**src/rtl/core/ddm_pkg.sv**
```systemverilog
// Shared constants, codes and types of the differential-drive duty mixer.
// No dependencies; imported by the mixer, its divider and its checker.
package ddm_pkg;

  // Velocity and half-track fraction bits
  localparam int VEL_FRAC_BITS = 12;

  // Field and register widths
  localparam int GAIN_W    = 10;
  localparam int GAIN_FRAC = 8;
  localparam int MS_W      = 15;
  localparam int HT_W      = 13;
  localparam int DB_W      = 12;
  localparam int TO_W      = 8;
  localparam int CMD_W     = 16;
  localparam int DUTY_W    = 8;
  localparam int DIR_W     = 3;
  localparam int CFG_IDX_W = 3;
  localparam int CFG_W     = 15;

  // Datapath widths
  localparam int ANG_W       = CMD_W + GAIN_W - GAIN_FRAC;   // scaled speed magnitude
  localparam int PROD_W      = ANG_W + HT_W;                 // shared multiplier output
  localparam int NUM_W       = MS_W + VEL_FRAC_BITS;         // yaw limit dividend
  localparam int QUO_W       = ANG_W;                        // divider quotient register
  localparam int WHL_W       = PROD_W - VEL_FRAC_BITS + 2;   // signed wheel speed
  localparam int DUTY_Q_W    = 7;                            // duty quotient bits
  localparam int DUTY_PROD_W = MS_W + DUTY_Q_W;
  localparam int STEP_W      = $clog2(QUO_W + 1);

  localparam int DUTY_SCALE = 100;
  localparam int DUTY_CAP   = 99;

  // Opcodes
  localparam logic OP_CMD  = 1'b0;
  localparam logic OP_TICK = 1'b1;

  // Configuration register indexes
  localparam logic [CFG_IDX_W-1:0] CFG_GAIN    = 3'd0;
  localparam logic [CFG_IDX_W-1:0] CFG_MAX_SPD = 3'd1;
  localparam logic [CFG_IDX_W-1:0] CFG_HALF_TR = 3'd2;
  localparam logic [CFG_IDX_W-1:0] CFG_DEADBND = 3'd3;
  localparam logic [CFG_IDX_W-1:0] CFG_TIMEOUT = 3'd4;

  // Sign-pattern codes
  typedef enum logic [DIR_W-1:0] {
    DIR_STOP  = 3'd0,
    DIR_FWD   = 3'd1,
    DIR_REV   = 3'd2,
    DIR_RBACK = 3'd3,
    DIR_LBACK = 3'd4
  } dir_t;

  // Request to the iterative divider
  typedef struct packed {
    logic              start;
    logic [STEP_W-1:0] steps;
    logic [MS_W-1:0]   rem;
    logic [QUO_W-1:0]  dq;
    logic [MS_W-1:0]   divisor;
  } div_req_t;

endpackage

```
**src/rtl/core/ddm_div.sv**
```systemverilog
// Iterative restoring divider, one quotient bit per cycle.
// Depends on ddm_pkg (widths, div_req_t).
module ddm_div import ddm_pkg::*; (
  input  logic             clk,
  input  logic             rst_n,
  input  div_req_t         req,
  output logic             done,
  output logic [QUO_W-1:0] quo
);

  logic              busy_r;
  logic              done_r;
  logic [STEP_W-1:0] cnt_r;
  logic [MS_W-1:0]   rem_r;
  logic [MS_W-1:0]   div_r;
  logic [QUO_W-1:0]  dq_r;

  logic [MS_W:0]     trial;
  logic [MS_W:0]     diff;
  logic              ge;
  logic [MS_W-1:0]   rem_nxt;
  logic [QUO_W-1:0]  dq_nxt;

  // remainder stays below the divisor, so one shift-subtract per bit
  always_comb begin
    trial   = {rem_r, dq_r[QUO_W-1]};
    diff    = trial - {1'b0, div_r};
    ge      = (trial >= {1'b0, div_r});
    rem_nxt = ge ? diff[MS_W-1:0] : trial[MS_W-1:0];
    dq_nxt  = {dq_r[QUO_W-2:0], ge};
  end

  always_ff @(posedge clk) begin
    if (!rst_n) begin
      busy_r <= 1'b0;
      done_r <= 1'b0;
      cnt_r  <= '0;
    end else begin
      done_r <= 1'b0;
      if (req.start) begin
        busy_r <= 1'b1;
        cnt_r  <= req.steps;
      end else if (busy_r) begin
        cnt_r <= cnt_r - 1'b1;
        if (cnt_r == STEP_W'(1)) begin
          busy_r <= 1'b0;
          done_r <= 1'b1;
        end
      end
    end
  end

  always_ff @(posedge clk) begin
    if (req.start) begin
      rem_r <= req.rem;
      dq_r  <= req.dq;
      div_r <= req.divisor;
    end else if (busy_r) begin
      rem_r <= rem_nxt;
      dq_r  <= dq_nxt;
    end
  end

  assign done = done_r;
  assign quo  = dq_r;

endmodule

```
**src/rtl/core/diff_drive_duty_mixer.sv**
```systemverilog
// Differential-drive duty mixer: top level with sequencer and shared datapath.
// Depends on ddm_pkg and ddm_div.
//
// A velocity command (in_opcode 0) is scaled by cmd_gain, limited so neither
// wheel exceeds max_speed, mixed into left/right wheel speeds and stored as
// duty percentages plus a sign-pattern code; it produces no output transaction.
// An output tick (in_opcode 1) ages the last command, stops the drive once the
// age passes timeout_ticks, and produces one output transaction with signed
// duties (zero while stopped) and the run flag. in_stall is high while an item
// is in work. All arithmetic runs through one shared multiplier and one
// bit-serial divider under a small state machine. A command runs S_LIN, S_ANG,
// S_CLAMP, S_CHK, S_CMP, S_SUM, both wheel duties and S_COMMIT; when the yaw
// rate has to be limited, S_DIV adds the 18-step yaw-limit division and a
// re-check through S_CHK and S_CMP. Each wheel's duty takes the product, the
// divider start and the 7-step division. A tick loads the output register and
// waits only while a previous result is still stalled in the output register.
// The output register decouples the sides, so a command is taken while a
// result waits.
module diff_drive_duty_mixer import ddm_pkg::*; (
  input  logic                     clk,
  input  logic                     rst_n,
  // input channel
  input  logic                     in_valid,
  output logic                     in_stall,
  input  logic                     in_opcode,
  input  logic signed [CMD_W-1:0]  in_linear_cmd,
  input  logic signed [CMD_W-1:0]  in_angular_cmd,
  // result channel
  output logic                     out_valid,
  input  logic                     out_stall,
  output logic signed [DUTY_W-1:0] out_left_duty,
  output logic signed [DUTY_W-1:0] out_right_duty,
  output logic [DIR_W-1:0]         out_direction_code,
  output logic                     out_running,
  // configuration
  input  logic                     cfg_we,
  input  logic [CFG_IDX_W-1:0]     cfg_index,
  input  logic [CFG_W-1:0]         cfg_wdata
);

  typedef enum logic [3:0] {
    S_IDLE,
    S_LIN,     // |linear| * gain
    S_ANG,     // |angular| * gain
    S_CLAMP,   // deadband test, linear clamp
    S_CHK,     // |angular| * half_track
    S_CMP,     // compare against yaw limit, start division if over
    S_DIV,     // yaw-limit division
    S_SUM,     // wheel speeds
    S_DMUL,    // |wheel| * 100
    S_DSTART,  // start duty division
    S_DWAIT,
    S_COMMIT,
    S_TICK
  } state_t;

  // configuration registers
  logic [GAIN_W-1:0] gain_r;
  logic [MS_W-1:0]   ms_r;
  logic [HT_W-1:0]   ht_r;
  logic [DB_W-1:0]   db_r;
  logic [TO_W-1:0]   to_r;

  // control state
  state_t                 state_r;
  logic                   run_r;
  logic                   run_pend_r;
  logic [TO_W-1:0]        age_r;
  logic [DUTY_Q_W-1:0]    rduty_r;
  logic [DUTY_Q_W-1:0]    lduty_r;
  dir_t                   dir_r;
  logic                   side_r;      // 0 right wheel, 1 left wheel
  logic                   out_valid_r;

  // working registers
  logic [CMD_W-1:0]         lin_cmd_r;
  logic [CMD_W-1:0]         ang_cmd_r;
  logic [ANG_W-1:0]         lin_mag_r;
  logic [ANG_W-1:0]         ang_mag_r;
  logic                     lin_neg_r;
  logic                     ang_neg_r;
  logic [PROD_W-1:0]        prod_r;
  logic signed [WHL_W-1:0]  r_r;
  logic signed [WHL_W-1:0]  l_r;

  // output payload registers
  logic signed [DUTY_W-1:0] out_left_r;
  logic signed [DUTY_W-1:0] out_right_r;
  logic [DIR_W-1:0]         out_dir_r;
  logic                     out_run_r;

  // combinational
  logic [MS_W-1:0]          ms_eff;
  logic [HT_W-1:0]          ht_eff;
  logic [CMD_W-1:0]         lin_abs;
  logic [CMD_W-1:0]         ang_abs;
  logic [ANG_W-1:0]         scaled_mag;
  logic [MS_W-1:0]          span;
  logic [NUM_W-1:0]         lim_num;
  logic                     over_lim;
  logic signed [WHL_W-1:0]  lin_s;
  logic signed [WHL_W-1:0]  term_s;
  logic [WHL_W-1:0]         term_mag;
  logic signed [WHL_W-1:0]  wheel;
  logic [WHL_W-1:0]         wheel_mag;
  logic                     wheel_big;
  logic [ANG_W-1:0]         mul_a;
  logic [HT_W-1:0]          mul_b;
  logic [PROD_W-1:0]        mul_p;
  div_req_t                 div_req;
  logic                     div_done;
  logic [QUO_W-1:0]         div_quo;
  logic [WHL_W-1:0]         r_mag;
  logic [WHL_W-1:0]         l_mag;
  dir_t                     dir_calc;
  logic [TO_W-1:0]          age_inc;
  logic                     run_tick;
  logic [DUTY_W-1:0]        lm8;
  logic [DUTY_W-1:0]        rm8;
  logic signed [DUTY_W-1:0] tick_l;
  logic signed [DUTY_W-1:0] tick_r;
  logic                     out_free;

  // zero divisors behave as one
  assign ms_eff = (ms_r == '0) ? MS_W'(1) : ms_r;
  assign ht_eff = (ht_r == '0) ? HT_W'(1) : ht_r;

  assign lin_abs    = lin_cmd_r[CMD_W-1] ? (~lin_cmd_r + 1'b1) : lin_cmd_r;
  assign ang_abs    = ang_cmd_r[CMD_W-1] ? (~ang_cmd_r + 1'b1) : ang_cmd_r;
  assign scaled_mag = prod_r[GAIN_FRAC +: ANG_W];

  // yaw limit numerator; lin_mag_r is already clamped to max_speed here
  assign span     = ms_eff - lin_mag_r[MS_W-1:0];
  assign lim_num  = {span, {VEL_FRAC_BITS{1'b0}}};
  // |ang| > floor(N/ht) exactly when |ang|*ht > N
  assign over_lim = (prod_r > PROD_W'(lim_num));

  assign term_mag = WHL_W'(prod_r >> VEL_FRAC_BITS);
  assign lin_s    = lin_neg_r ? -$signed(WHL_W'(lin_mag_r)) : $signed(WHL_W'(lin_mag_r));
  assign term_s   = ang_neg_r ? -$signed(term_mag) : $signed(term_mag);

  assign wheel     = side_r ? l_r : r_r;
  assign wheel_mag = wheel[WHL_W-1] ? WHL_W'(-wheel) : WHL_W'(wheel);
  assign wheel_big = (wheel_mag > WHL_W'(ms_eff));

  // shared multiplier
  always_comb begin
    case (state_r)
      S_LIN: begin
        mul_a = ANG_W'(lin_abs);
        mul_b = HT_W'(gain_r);
      end
      S_ANG: begin
        mul_a = ANG_W'(ang_abs);
        mul_b = HT_W'(gain_r);
      end
      S_CHK: begin
        mul_a = ang_mag_r;
        mul_b = ht_eff;
      end
      default: begin
        mul_a = ANG_W'(wheel_mag[MS_W-1:0]);
        mul_b = HT_W'(DUTY_SCALE);
      end
    endcase
  end

  assign mul_p = PROD_W'(mul_a) * PROD_W'(mul_b);

  // divider requests: yaw limit (18 quotient bits) or duty (7 bits)
  always_comb begin
    div_req = '0;
    if (state_r == S_CMP && over_lim) begin
      div_req.start   = 1'b1;
      div_req.steps   = STEP_W'(QUO_W);
      div_req.rem     = MS_W'(lim_num[NUM_W-1:QUO_W]);
      div_req.dq      = lim_num[QUO_W-1:0];
      div_req.divisor = MS_W'(ht_eff);
    end else if (state_r == S_DSTART) begin
      div_req.start   = 1'b1;
      div_req.steps   = STEP_W'(DUTY_Q_W);
      div_req.rem     = prod_r[DUTY_PROD_W-1:DUTY_Q_W];
      div_req.dq      = {prod_r[DUTY_Q_W-1:0], {(QUO_W - DUTY_Q_W){1'b0}}};
      div_req.divisor = ms_eff;
    end
  end

  ddm_div u_div (
    .clk  (clk),
    .rst_n(rst_n),
    .req  (div_req),
    .done (div_done),
    .quo  (div_quo)
  );

  // sign-pattern code from the finished wheel speeds
  assign r_mag = r_r[WHL_W-1] ? WHL_W'(-r_r) : WHL_W'(r_r);
  assign l_mag = l_r[WHL_W-1] ? WHL_W'(-l_r) : WHL_W'(l_r);

  always_comb begin
    if (r_mag < WHL_W'(db_r) && l_mag < WHL_W'(db_r))  dir_calc = DIR_STOP;
    else if (r_r > 0 && l_r > 0)                       dir_calc = DIR_FWD;
    else if (r_r < 0 && l_r < 0)                       dir_calc = DIR_REV;
    else if (r_r < 0 && l_r > 0)                       dir_calc = DIR_RBACK;
    else if (r_r > 0 && l_r < 0)                       dir_calc = DIR_LBACK;
    else                                               dir_calc = DIR_STOP;
  end

  // tick: saturating age, timeout, signed duties
  assign age_inc  = (age_r == '1) ? age_r : age_r + 1'b1;
  assign run_tick = run_r && !(age_inc > to_r);
  assign lm8      = DUTY_W'(lduty_r);
  assign rm8      = DUTY_W'(rduty_r);

  always_comb begin
    tick_l = '0;
    tick_r = '0;
    if (run_tick) begin
      case (dir_r)
        DIR_FWD: begin
          tick_l = $signed(lm8);
          tick_r = $signed(rm8);
        end
        DIR_REV: begin
          tick_l = -$signed(lm8);
          tick_r = -$signed(rm8);
        end
        DIR_RBACK: begin
          tick_l = $signed(lm8);
          tick_r = -$signed(rm8);
        end
        DIR_LBACK: begin
          tick_l = -$signed(lm8);
          tick_r = $signed(rm8);
        end
        default: begin
          tick_l = '0;
          tick_r = '0;
        end
      endcase
    end
  end

  assign out_free = !out_valid_r || !out_stall;

  // sequencer, control state, configuration and output register
  always_ff @(posedge clk) begin
    if (!rst_n) begin
      state_r     <= S_IDLE;
      run_r       <= 1'b0;
      run_pend_r  <= 1'b0;
      age_r       <= '0;
      rduty_r     <= '0;
      lduty_r     <= '0;
      dir_r       <= DIR_STOP;
      side_r      <= 1'b0;
      out_valid_r <= 1'b0;
      gain_r      <= GAIN_W'(307);
      ms_r        <= MS_W'(6434);
      ht_r        <= HT_W'(2058);
      db_r        <= DB_W'(4);
      to_r        <= TO_W'(12);
    end else begin
      // result held while stalled, loaded by a tick once the register is free
      out_valid_r <= (out_valid_r && out_stall) || (state_r == S_TICK && out_free);

      if (cfg_we) begin
        case (cfg_index)
          CFG_GAIN:    gain_r <= cfg_wdata[GAIN_W-1:0];
          CFG_MAX_SPD: ms_r   <= cfg_wdata[MS_W-1:0];
          CFG_HALF_TR: ht_r   <= cfg_wdata[HT_W-1:0];
          CFG_DEADBND: db_r   <= cfg_wdata[DB_W-1:0];
          CFG_TIMEOUT: to_r   <= cfg_wdata[TO_W-1:0];
          default: ;
        endcase
      end

      case (state_r)
        S_IDLE: begin
          if (in_valid) state_r <= (in_opcode == OP_TICK) ? S_TICK : S_LIN;
        end
        S_LIN:   state_r <= S_ANG;
        S_ANG:   state_r <= S_CLAMP;
        S_CLAMP: begin
          // both scaled speeds inside the deadband: the drive is stopped
          run_pend_r <= !(lin_mag_r < ANG_W'(db_r) && scaled_mag < ANG_W'(db_r));
          state_r    <= S_CHK;
        end
        S_CHK:   state_r <= S_CMP;
        S_CMP:   state_r <= over_lim ? S_DIV : S_SUM;
        S_DIV: begin
          if (div_done) state_r <= S_CHK;   // re-run the product with the limit
        end
        S_SUM: begin
          side_r  <= 1'b0;
          state_r <= S_DMUL;
        end
        S_DMUL: begin
          if (wheel_big) begin
            if (side_r) begin
              lduty_r <= DUTY_Q_W'(DUTY_CAP);
              state_r <= S_COMMIT;
            end else begin
              rduty_r <= DUTY_Q_W'(DUTY_CAP);
              side_r  <= 1'b1;
            end
          end else begin
            state_r <= S_DSTART;
          end
        end
        S_DSTART: state_r <= S_DWAIT;
        S_DWAIT: begin
          if (div_done) begin
            if (side_r) begin
              lduty_r <= div_quo[DUTY_Q_W-1:0];
              state_r <= S_COMMIT;
            end else begin
              rduty_r <= div_quo[DUTY_Q_W-1:0];
              side_r  <= 1'b1;
              state_r <= S_DMUL;
            end
          end
        end
        S_COMMIT: begin
          dir_r   <= dir_calc;
          run_r   <= run_pend_r;
          age_r   <= '0;
          state_r <= S_IDLE;
        end
        S_TICK: begin
          if (out_free) begin
            age_r   <= age_inc;
            run_r   <= run_tick;
            state_r <= S_IDLE;
          end
        end
        default: state_r <= S_IDLE;
      endcase
    end
  end

  // datapath registers
  always_ff @(posedge clk) begin
    if (state_r == S_IDLE && in_valid) begin
      lin_cmd_r <= in_linear_cmd;
      ang_cmd_r <= in_angular_cmd;
    end
    case (state_r)
      S_LIN: begin
        lin_neg_r <= lin_cmd_r[CMD_W-1];
        prod_r    <= mul_p;
      end
      S_ANG: begin
        lin_mag_r <= scaled_mag;
        ang_neg_r <= !ang_cmd_r[CMD_W-1];   // yaw rate is negated
        prod_r    <= mul_p;
      end
      S_CLAMP: begin
        ang_mag_r <= scaled_mag;
        if (lin_mag_r > ANG_W'(ms_eff)) lin_mag_r <= ANG_W'(ms_eff);
      end
      S_CHK: prod_r <= mul_p;
      S_DIV: begin
        if (div_done) ang_mag_r <= div_quo;
      end
      S_SUM: begin
        r_r <= lin_s + term_s;
        l_r <= lin_s - term_s;
      end
      S_DMUL: prod_r <= mul_p;
      S_TICK: begin
        if (out_free) begin
          out_left_r  <= tick_l;
          out_right_r <= tick_r;
          out_dir_r   <= run_tick ? dir_r : DIR_STOP;
          out_run_r   <= run_tick;
        end
      end
      default: ;
    endcase
  end

  assign in_stall           = (state_r != S_IDLE);
  assign out_valid          = out_valid_r;
  assign out_left_duty      = out_left_r;
  assign out_right_duty     = out_right_r;
  assign out_direction_code = out_dir_r;
  assign out_running        = out_run_r;

endmodule

```
**config.mk**
```make
export PLATFORM = sky130hd
export DESIGN_NAME = diff_drive_duty_mixer
export DESIGN_NICKNAME = d
export VERILOG_FILES = /design/src/rtl/core/ddm_pkg.sv /design/src/rtl/core/ddm_div.sv /design/src/rtl/core/diff_drive_duty_mixer.sv
export SDC_FILE = /design/constraint.sdc
export NUM_CORES = 2
export LEC_CHECK = 0
export ABC_AREA = 1
export BUFFER_PORTS_ARGS = -buffer_cell sky130_fd_sc_hd__buf_2
export CORE_MARGIN = 2
export CORE_UTILIZATION = 59
export CTS_CLUSTER_DIAMETER = 150
export DETAILED_ROUTE_END_ITERATION = 6
export PLACE_DENSITY = 0.85
export SYNTH_ARGS = -nofsm -noshare
export SYNTH_HDL_FRONTEND = slang
export SYNTH_SLANG_ARGS = --single-unit
```
**constraint.sdc**
```tcl
create_clock -name clk -period 6.4 [get_ports clk]
set_clock_uncertainty 0.2 [all_clocks]
set_input_delay 0.32 -clock clk [delete_from_list [all_inputs] [get_ports clk]]
set_output_delay 0.32 -clock clk [all_outputs]
set_load 0.01 [all_outputs]
```
### Word level (Yosys, flattened, before mapping)

Cells that the tools add are included.

* $add $sub $neg: 15
* $mul: 1
* order comparisons: 13
* eq/ne operators: 33
* multiplexer cells: 64
* bitwise gates (word level): 5
* reductions and logical operators: 50

Operators with widths (number)
* 2-to-1 mux 21 bit: 6
* 2-to-1 mux 54 bit: 2
* 2-to-1 mux 18 bit: 4
* one-hot mux 18 bit (2 select lines): 2
* negation 21 bit: 3
* 2-to-1 mux 15 bit: 4
* 2-to-1 mux 7 bit: 8
* one-hot mux 18 bit (3 select lines): 1
* one-hot mux 4 bit (12 select lines): 1
* one-hot mux 8 bit (2 select lines): 3
* > comparator 21 x 1 -> 1 bit (second input constant): 2
* < comparator 21 x 1 -> 1 bit (second input constant): 2
* < comparator 21 x 12 -> 1 bit: 2
* < comparator 18 x 12 -> 1 bit: 2
* adder 16 x 1 -> 16 bit (second input constant): 2
* 2-to-1 mux 16 bit: 2
* inverter 16 bit: 2
* > comparator 31 x 27 -> 1 bit: 1
* multiplier 18 x 13 -> 31 bit: 1
* subtractor 15 bit: 2
* 2-to-1 mux 4 bit: 7
* one-hot mux 7 bit (2 select lines): 2
* one-hot mux 13 bit (2 select lines): 1
* adder 21 bit: 1
* 47 further kinds: 118

* register bits after elaboration: 309
* input port bits: 56
* output and inout port bits: 22
* logic and storage cells: 215

### Longest topological paths before layout

* depth in word-level cells: 7
* depth in mapped cells: 35
* mapped depth without buffers: 35

### Modules after synthesis

Synthesis repeated with hierarchy kept, for this count alone.

* cell total of the unflattened synthesis: 3938
* area, all modules: 29688.5 um^2

By module, submodules not included
* diff_drive_duty_mixer: instances 1, cells each 3487, area each 26211.4 um^2, seq. area each 6686.4 um^2
* ddm_div: instances 1, cells each 451, area each 3477.1 um^2, seq. area each 1581.5 um^2

### Worst setup path after synthesis

OpenSTA, ideal clock, no wires.

* path kind: register -> register
* start point: reg side_r
* end point: reg prod_r[24] (data pin)
* setup time: 265 ps
* arrival: 6162 ps
* required time: 5935 ps
* path slack: -227 ps
* cell stages (with the launch flop): 31
* buffers on the path: 4
* period minus slack after synthesis: 6627 ps
* cells stage by stage: dfxtp_1 buf_6 buf_6 nand2_1 o21ai_2 buf_2 buf_2 o21ai_0 xor2_1 nand2_1 nand2_1 nor2_1 fa_1 inv_1 fa_1 inv_1 fa_1 inv_1 fa_1 fa_1 inv_1 ha_1 nand2_1 inv_1 a21oi_1 o21ai_0 a21oi_1 o21ai_0 a21oi_1 o21ai_0 xor2_1

* cells in the longest elaborated chain, start to end: 5

RTL lines
* from (decl): RTL line diff_drive_duty_mixer.sv:72 `logic side_r;`
* from (signal assigned): RTL line diff_drive_duty_mixer.sv:256 `side_r <= 1'b0;`
* from (signal assigned): RTL line diff_drive_duty_mixer.sv:295 `side_r <= 1'b0;`
* from (signal assigned): RTL line diff_drive_duty_mixer.sv:305 `side_r <= 1'b1;`
* 2-to-1 mux 21 bit *: RTL line diff_drive_duty_mixer.sv:142 `assign wheel = side_r ? l_r : r_r;`
* negation 21 bit: RTL line diff_drive_duty_mixer.sv:143 `assign wheel_mag = wheel[WHL_W-1] ? WHL_W'(-wheel) : WHL_W'(wheel);`
* 2-to-1 mux 21 bit *: RTL line diff_drive_duty_mixer.sv:143
* one-hot mux 18 bit (3 select lines) *: RTL line diff_drive_duty_mixer.sv:148 `case (state_r)`
* multiplier 18 x 13 -> 31 bit *: RTL line diff_drive_duty_mixer.sv:168 `assign mul_p = PROD_W'(mul_a) * PROD_W'(mul_b);`
* named net mul_p[24]: RTL line diff_drive_duty_mixer.sv:109 `logic [PROD_W-1:0] mul_p;`
* to (signal assigned): RTL line diff_drive_duty_mixer.sv:351 `prod_r <= mul_p;`
* to (signal assigned): RTL line diff_drive_duty_mixer.sv:356 `prod_r <= mul_p;`
* to (signal assigned): RTL line diff_drive_duty_mixer.sv:362 `S_CHK: prod_r <= mul_p;`
* to (decl): RTL line diff_drive_duty_mixer.sv:82 `logic [PROD_W-1:0] prod_r;`

Mark *: on every way through the listed nets, which the timed path passes. The rest lies on a longest branch.
A chain may end at the register's enable or synchronous reset.

### Final worst setup path

* start point: reg state_r[0]
* end point: reg prod_r[17] (data pin)

* cells in the longest elaborated chain, start to end: 4
* elaborated cells on any way between the ends: 7
* those cells by class: mul: 1; eq/ne: 3; mux: 2; reduce/logical: 1

RTL lines
* from (decl): RTL line diff_drive_duty_mixer.sv:65 `state_t state_r;`
* from (signal assigned): RTL line diff_drive_duty_mixer.sv:280 `if (in_valid) state_r <= (in_opcode == OP_TICK) ? S_TICK : S_LIN;`
* from (signal assigned): RTL line diff_drive_duty_mixer.sv:290 `S_CMP: state_r <= over_lim ? S_DIV : S_SUM;`
* == test 4 x 2 -> 1 bit or == test 4 x 1 -> 1 bit (tied branches): RTL line diff_drive_duty_mixer.sv:148
* OR reduction 2 bit (no source line)
* one-hot mux 13 bit (2 select lines): RTL line diff_drive_duty_mixer.sv:148
* multiplier 18 x 13 -> 31 bit *: RTL line diff_drive_duty_mixer.sv:168
* named net mul_p[17]: RTL line diff_drive_duty_mixer.sv:109

Marked as above.

==> tab_implementation.tex <==
\begin{tabular}{lr}
\hline
Metric & Value \\
\hline
\multicolumn{2}{l}{\textbf{Logic synthesis}} \\
\quad Cell variety after synth & 53 \\
\quad Biggest area contributors in the synthesized netlist & sky130\_fd\_sc\_hd\_\_edfxtp\_1 22\%, sky130\_fd\_sc\_hd\_\_fa\_1 12\%, sky130\_fd\_sc\_hd\_\_ha\_1 11\% \\
\quad Number of synthesized flops with an enable pin & 210 \\
\quad Share of synthesized cell area in and, or, nand and nor gates & 20.3\% \\
\quad Synth top area share & 21.8\% \\
\quad Sequential fraction of the synthesis area & 28.6\% \\
\quad Largest area contributor in the netlist & sky130\_fd\_sc\_hd\_\_edfxtp\_1 \\
\quad Synthesized-area fraction occupied by adder cells & 23.4\% \\
\quad Cell Area, Synth & 28900 um2 \\
\quad Synthesized area divided by synthesized cell count & 7.71 um2 \\
\quad Register bit count reported by yosys & 308 \\
\quad Cells after synthesis & 3753 \\
\quad Commonest cells post-synth & 710 x sky130\_fd\_sc\_hd\_\_nand2\_1, 695 x sky130\_fd\_sc\_hd\_\_inv\_1, 427 x sky130\_fd\_sc\_hd\_\_nor2\_1 \\
\quad Main flop type after synthesis & sky130\_fd\_sc\_hd\_\_edfxtp\_1 \\
\quad Compound-gate portion of the synthesized area & 11.6\% \\
\quad Share of synthesized area spent on multiplexers & 0\% \\
\quad Combinational family with the most area after synthesis & adder cells \\
\quad FFs w/ async S/R, synth & 0\% \\
\quad XOR/XNOR share of the synthesized area & 5.27\% \\
\quad Cell with the most instances after synthesis & sky130\_fd\_sc\_hd\_\_nand2\_1 \\
\quad Post-Synthesis Net Count & 4243 \\
\quad Number of warnings issued by yosys & 0 \\
\multicolumn{2}{l}{\textbf{Placement}} \\
\quad Cells after DPL & 4692 \\
\quad Number of port buffers & 77 \\
\quad Detailed Place HPWL & 75000 um \\
\quad Post-place instance area & 32500 um2 \\
\quad Final weighted congestion of routability-driven global placement & 1.02 \\
\quad Minimum setup slack after placement & -553 ps \\
\multicolumn{2}{l}{\textbf{CTS}} \\
\quad Root Buffer & sky130\_fd\_sc\_hd\_\_clkbuf\_16 \\
\quad Clock tree from TritonCTS & built \\
\quad CTS Buffer Depth & 3 \\
\quad Total clock buffers created by CTS & 36 \\
\quad Number of levels in the clock H-tree & 2 \\
\quad Clock latency at the later pin of the worst-skew pair & 600 ps \\
\quad Number of sinks on the clock net & 308 \\
\quad Clock slew at reported path FFs & 70 ps \\
\multicolumn{2}{l}{\textbf{Status}} \\
\quad Failing checks & DRC, setup timing \\
\quad Run status & finished with violations \\
\multicolumn{2}{l}{\textbf{STA}} \\
\quad Maximum clock rate & 0.138 GHz \\
\quad Final period util & 114\% \\
\quad Total setup violations reported at the end of the flow & 23 \\
\quad Setup repair after global routing missed its margin & true \\
\quad Post-layout minimum cycle time & 7270 ps \\
\quad Final count of hold timing violations & 0 \\
\quad Worst max-slew margin expressed relative to the limit & 19.8\% \\
\quad Final Max Tran Viols & 0 \\
\quad Slew at the pin with the worst max-slew slack & 1200 ps \\
\quad Setup ws final & -872 ps \\
\multicolumn{2}{l}{\textbf{Route}} \\
\quad Total via count after detailed routing & 29.6k \\
\quad Wire length after detailed routing & 111000 um \\
\quad Vias per Instance & 6.07 \\
\quad Drt first-iter violations & 3802 \\
\quad Number of search-and-repair iterations in the first detailed-routing pass & 7 \\
\quad Remaining routing DRC violations & 111 \\
\quad Routed wirelength normalized by instance count & 22.7 um \\
\quad Number of nets with antenna violations after routing & 0 \\
\multicolumn{2}{l}{\textbf{Cells and area}} \\
\quad Final std cells w/o fill & 4882 \\
\quad Fraction of final layout cells sized beyond drive strength 1 & 20.1\% \\
\quad Final core utilization & 74.4\% \\
\quad Layout net count & 4721 \\
\quad Post-route cell area & 36200 um2 \\
\quad Fillers & 3327 \\
\quad Area growth, synth to finish & 25.2\% \\
\multicolumn{2}{l}{\textbf{Die}} \\
\quad Initial core utilization & 59.5\% \\
\quad I/O pin count & 78 \\
\quad Area inside the core boundary & 48600 um2 \\
\quad Number of placement rows & 81 \\
\quad DIE HEIGHT & 225 um \\
\quad DIE WIDTH & 225 um \\
\quad Die area & 50800 um2 \\
\multicolumn{2}{l}{\textbf{Global route}} \\
\quad Grt total ovfl & 0 \\
\quad Wire length of the first global-routing pass & 157000 um \\
\quad Global-route total usage across every layer & 40.8\% \\
\quad Largest net degree at the start of global routing & 74 \\
\quad Via count of the first global-routing pass & 28.7k \\
\quad Initial antenna violation count & 8 \\
\multicolumn{2}{l}{\textbf{Setup path}} \\
\quad Nature of the critical path endpoint & flop \\
\quad Crit path largest cell delay & 650 ps \\
\quad Crit path buffers/inverters & 13 \\
\quad Startpoint type of the worst setup path & flop \\
\quad Most prevalent standard cell on the critical path & sky130\_fd\_sc\_hd\_\_buf\_4 \\
\quad Family with the most delay on the worst path & adder cells \\
\quad Data arrival at the endpoint of the critical path & 7390 ps \\
\quad WS Path Type & flop to flop \\
\quad Max stage delay cell, worst path & sky130\_fd\_sc\_hd\_\_fa\_1 \\
\quad Peak fanout along the critical path & 6 \\
\quad Required time of the critical path & 6520 ps \\
\multicolumn{2}{l}{\textbf{Flow run}} \\
\quad Max Cap Violations & 0 \\
\multicolumn{2}{l}{\textbf{Hold path}} \\
\quad Path category of the worst min-delay check & primary input to flop \\
\hline
\end{tabular}
## worst min-delay path: cells and delay by family
family / cells / cell delay, ps
AND/OR/NAND/NOR: 3 / 220
AO/OA/AOI/OAI: 1 / 170
buffers and inverters: 1 / 90
## worst paths after layout
path	slack, ps	end	start	depth (start not counted)
min reg2reg	270	to_r[7]	to_r[7]	2
max reg2reg	-870	prod_r[17]	state_r[0]	34
min	60	db_r[2]	cfg_index[2]	5
max	-870	prod_r[17]	state_r[0]	34
## cells in the final DEF (no fill, tap or decap), drive strengths merged, types with 4 or more instances in the layout
cell type / count
o2111ai: 8
inv: 707
a211oi: 5
clkinv: 17
ha: 254
o22ai: 9
a32oi: 6
a22oi: 8
edfxtp: 210
o21ai: 232
xor2: 146
buf: 493
xnor2: 28
dlygate4sd3: 50
nand4: 39
a21boi: 9
nor4: 20
and3: 5
a31oi: 12
nand3: 132
clkinvlp: 5
nand3b: 9
a21oi: 234
nand2: 720
nor3: 60
o221ai: 4
fa: 180
o31ai: 10
a21o: 5
nor2: 432
dfxtp: 98
o211ai: 35
clkbuf: 42
or2: 10
o21bai: 8
## timing repair
| action | 4_1_cts | 5_1_grt |
|---|---|---|
| hold buffers | 50 | 0 |
| endpoints found under the setup margin | 20 | 21 |
| buffers inserted | 42 | 33 |
| hold endpoints to repair | 89 | 0 |
| resized for setup | 223 | 146 |
| pin swaps | 82 | 113 |
## state kept, by name (all words and copies together), names as in the netlist, 10 cells and up
name	flops
prod_r	31
r_r	21
l_r	20
ang_mag_r	18
lin_mag_r	18
u_div.quo	18
ang_cmd_r	16
lin_cmd_r	16
ms_r	15
u_div.div_r	15
u_div.rem_r	15
ht_r	13
db_r	12
gain_r	10
## layer usage
metal | share of wire, % | global-route usage [%] | vias up
met5 | 0.13 | 0 | -
met4 | 9.6 | 29.5 | 10
met3 | 13 | 10.1 | 821
met2 | 44 | 66.1 | 2242
met1 | 34 | 47.2 | 13560
li1 | - | - | 13013
## cell families after synthesis
family,after synthesis
flops,308
simple gates,1427
fa+ha+maj,434
xor+xnor,174
compound gates,598
buf+inv,812
## cell type report
| cell class | count | area (um2) | area share (%) |
|---|---|---|---|
| clock inverters | 23 | 253 | 0.698 |
| well taps | 622 | 778 | 2.15 |
| multi-input cells | 2633 | 18800 | 52.1 |
| flip-flops and latches | 308 | 8280 | 22.9 |
| repair buffers | 543 | 4360 | 12.1 |
| clock buffers | 42 | 986 | 2.72 |
| inverters | 709 | 2690 | 7.43 |
| diodes | 2 | 5.00 | 0.0138 |
## stage by stage
stage                     TNS (ps)  hold WS, ps
after floorplan              -25.9          219
after global placement       -5530          246
after detailed placement     -6790          248
after CTS                     -328         4.40
after global routing        -16820          113
final                       -12860         60.0
Power is left out: the tool's default activity adds up to more than one toggle a clock period on the data nets, which glitch-free logic cannot reach.
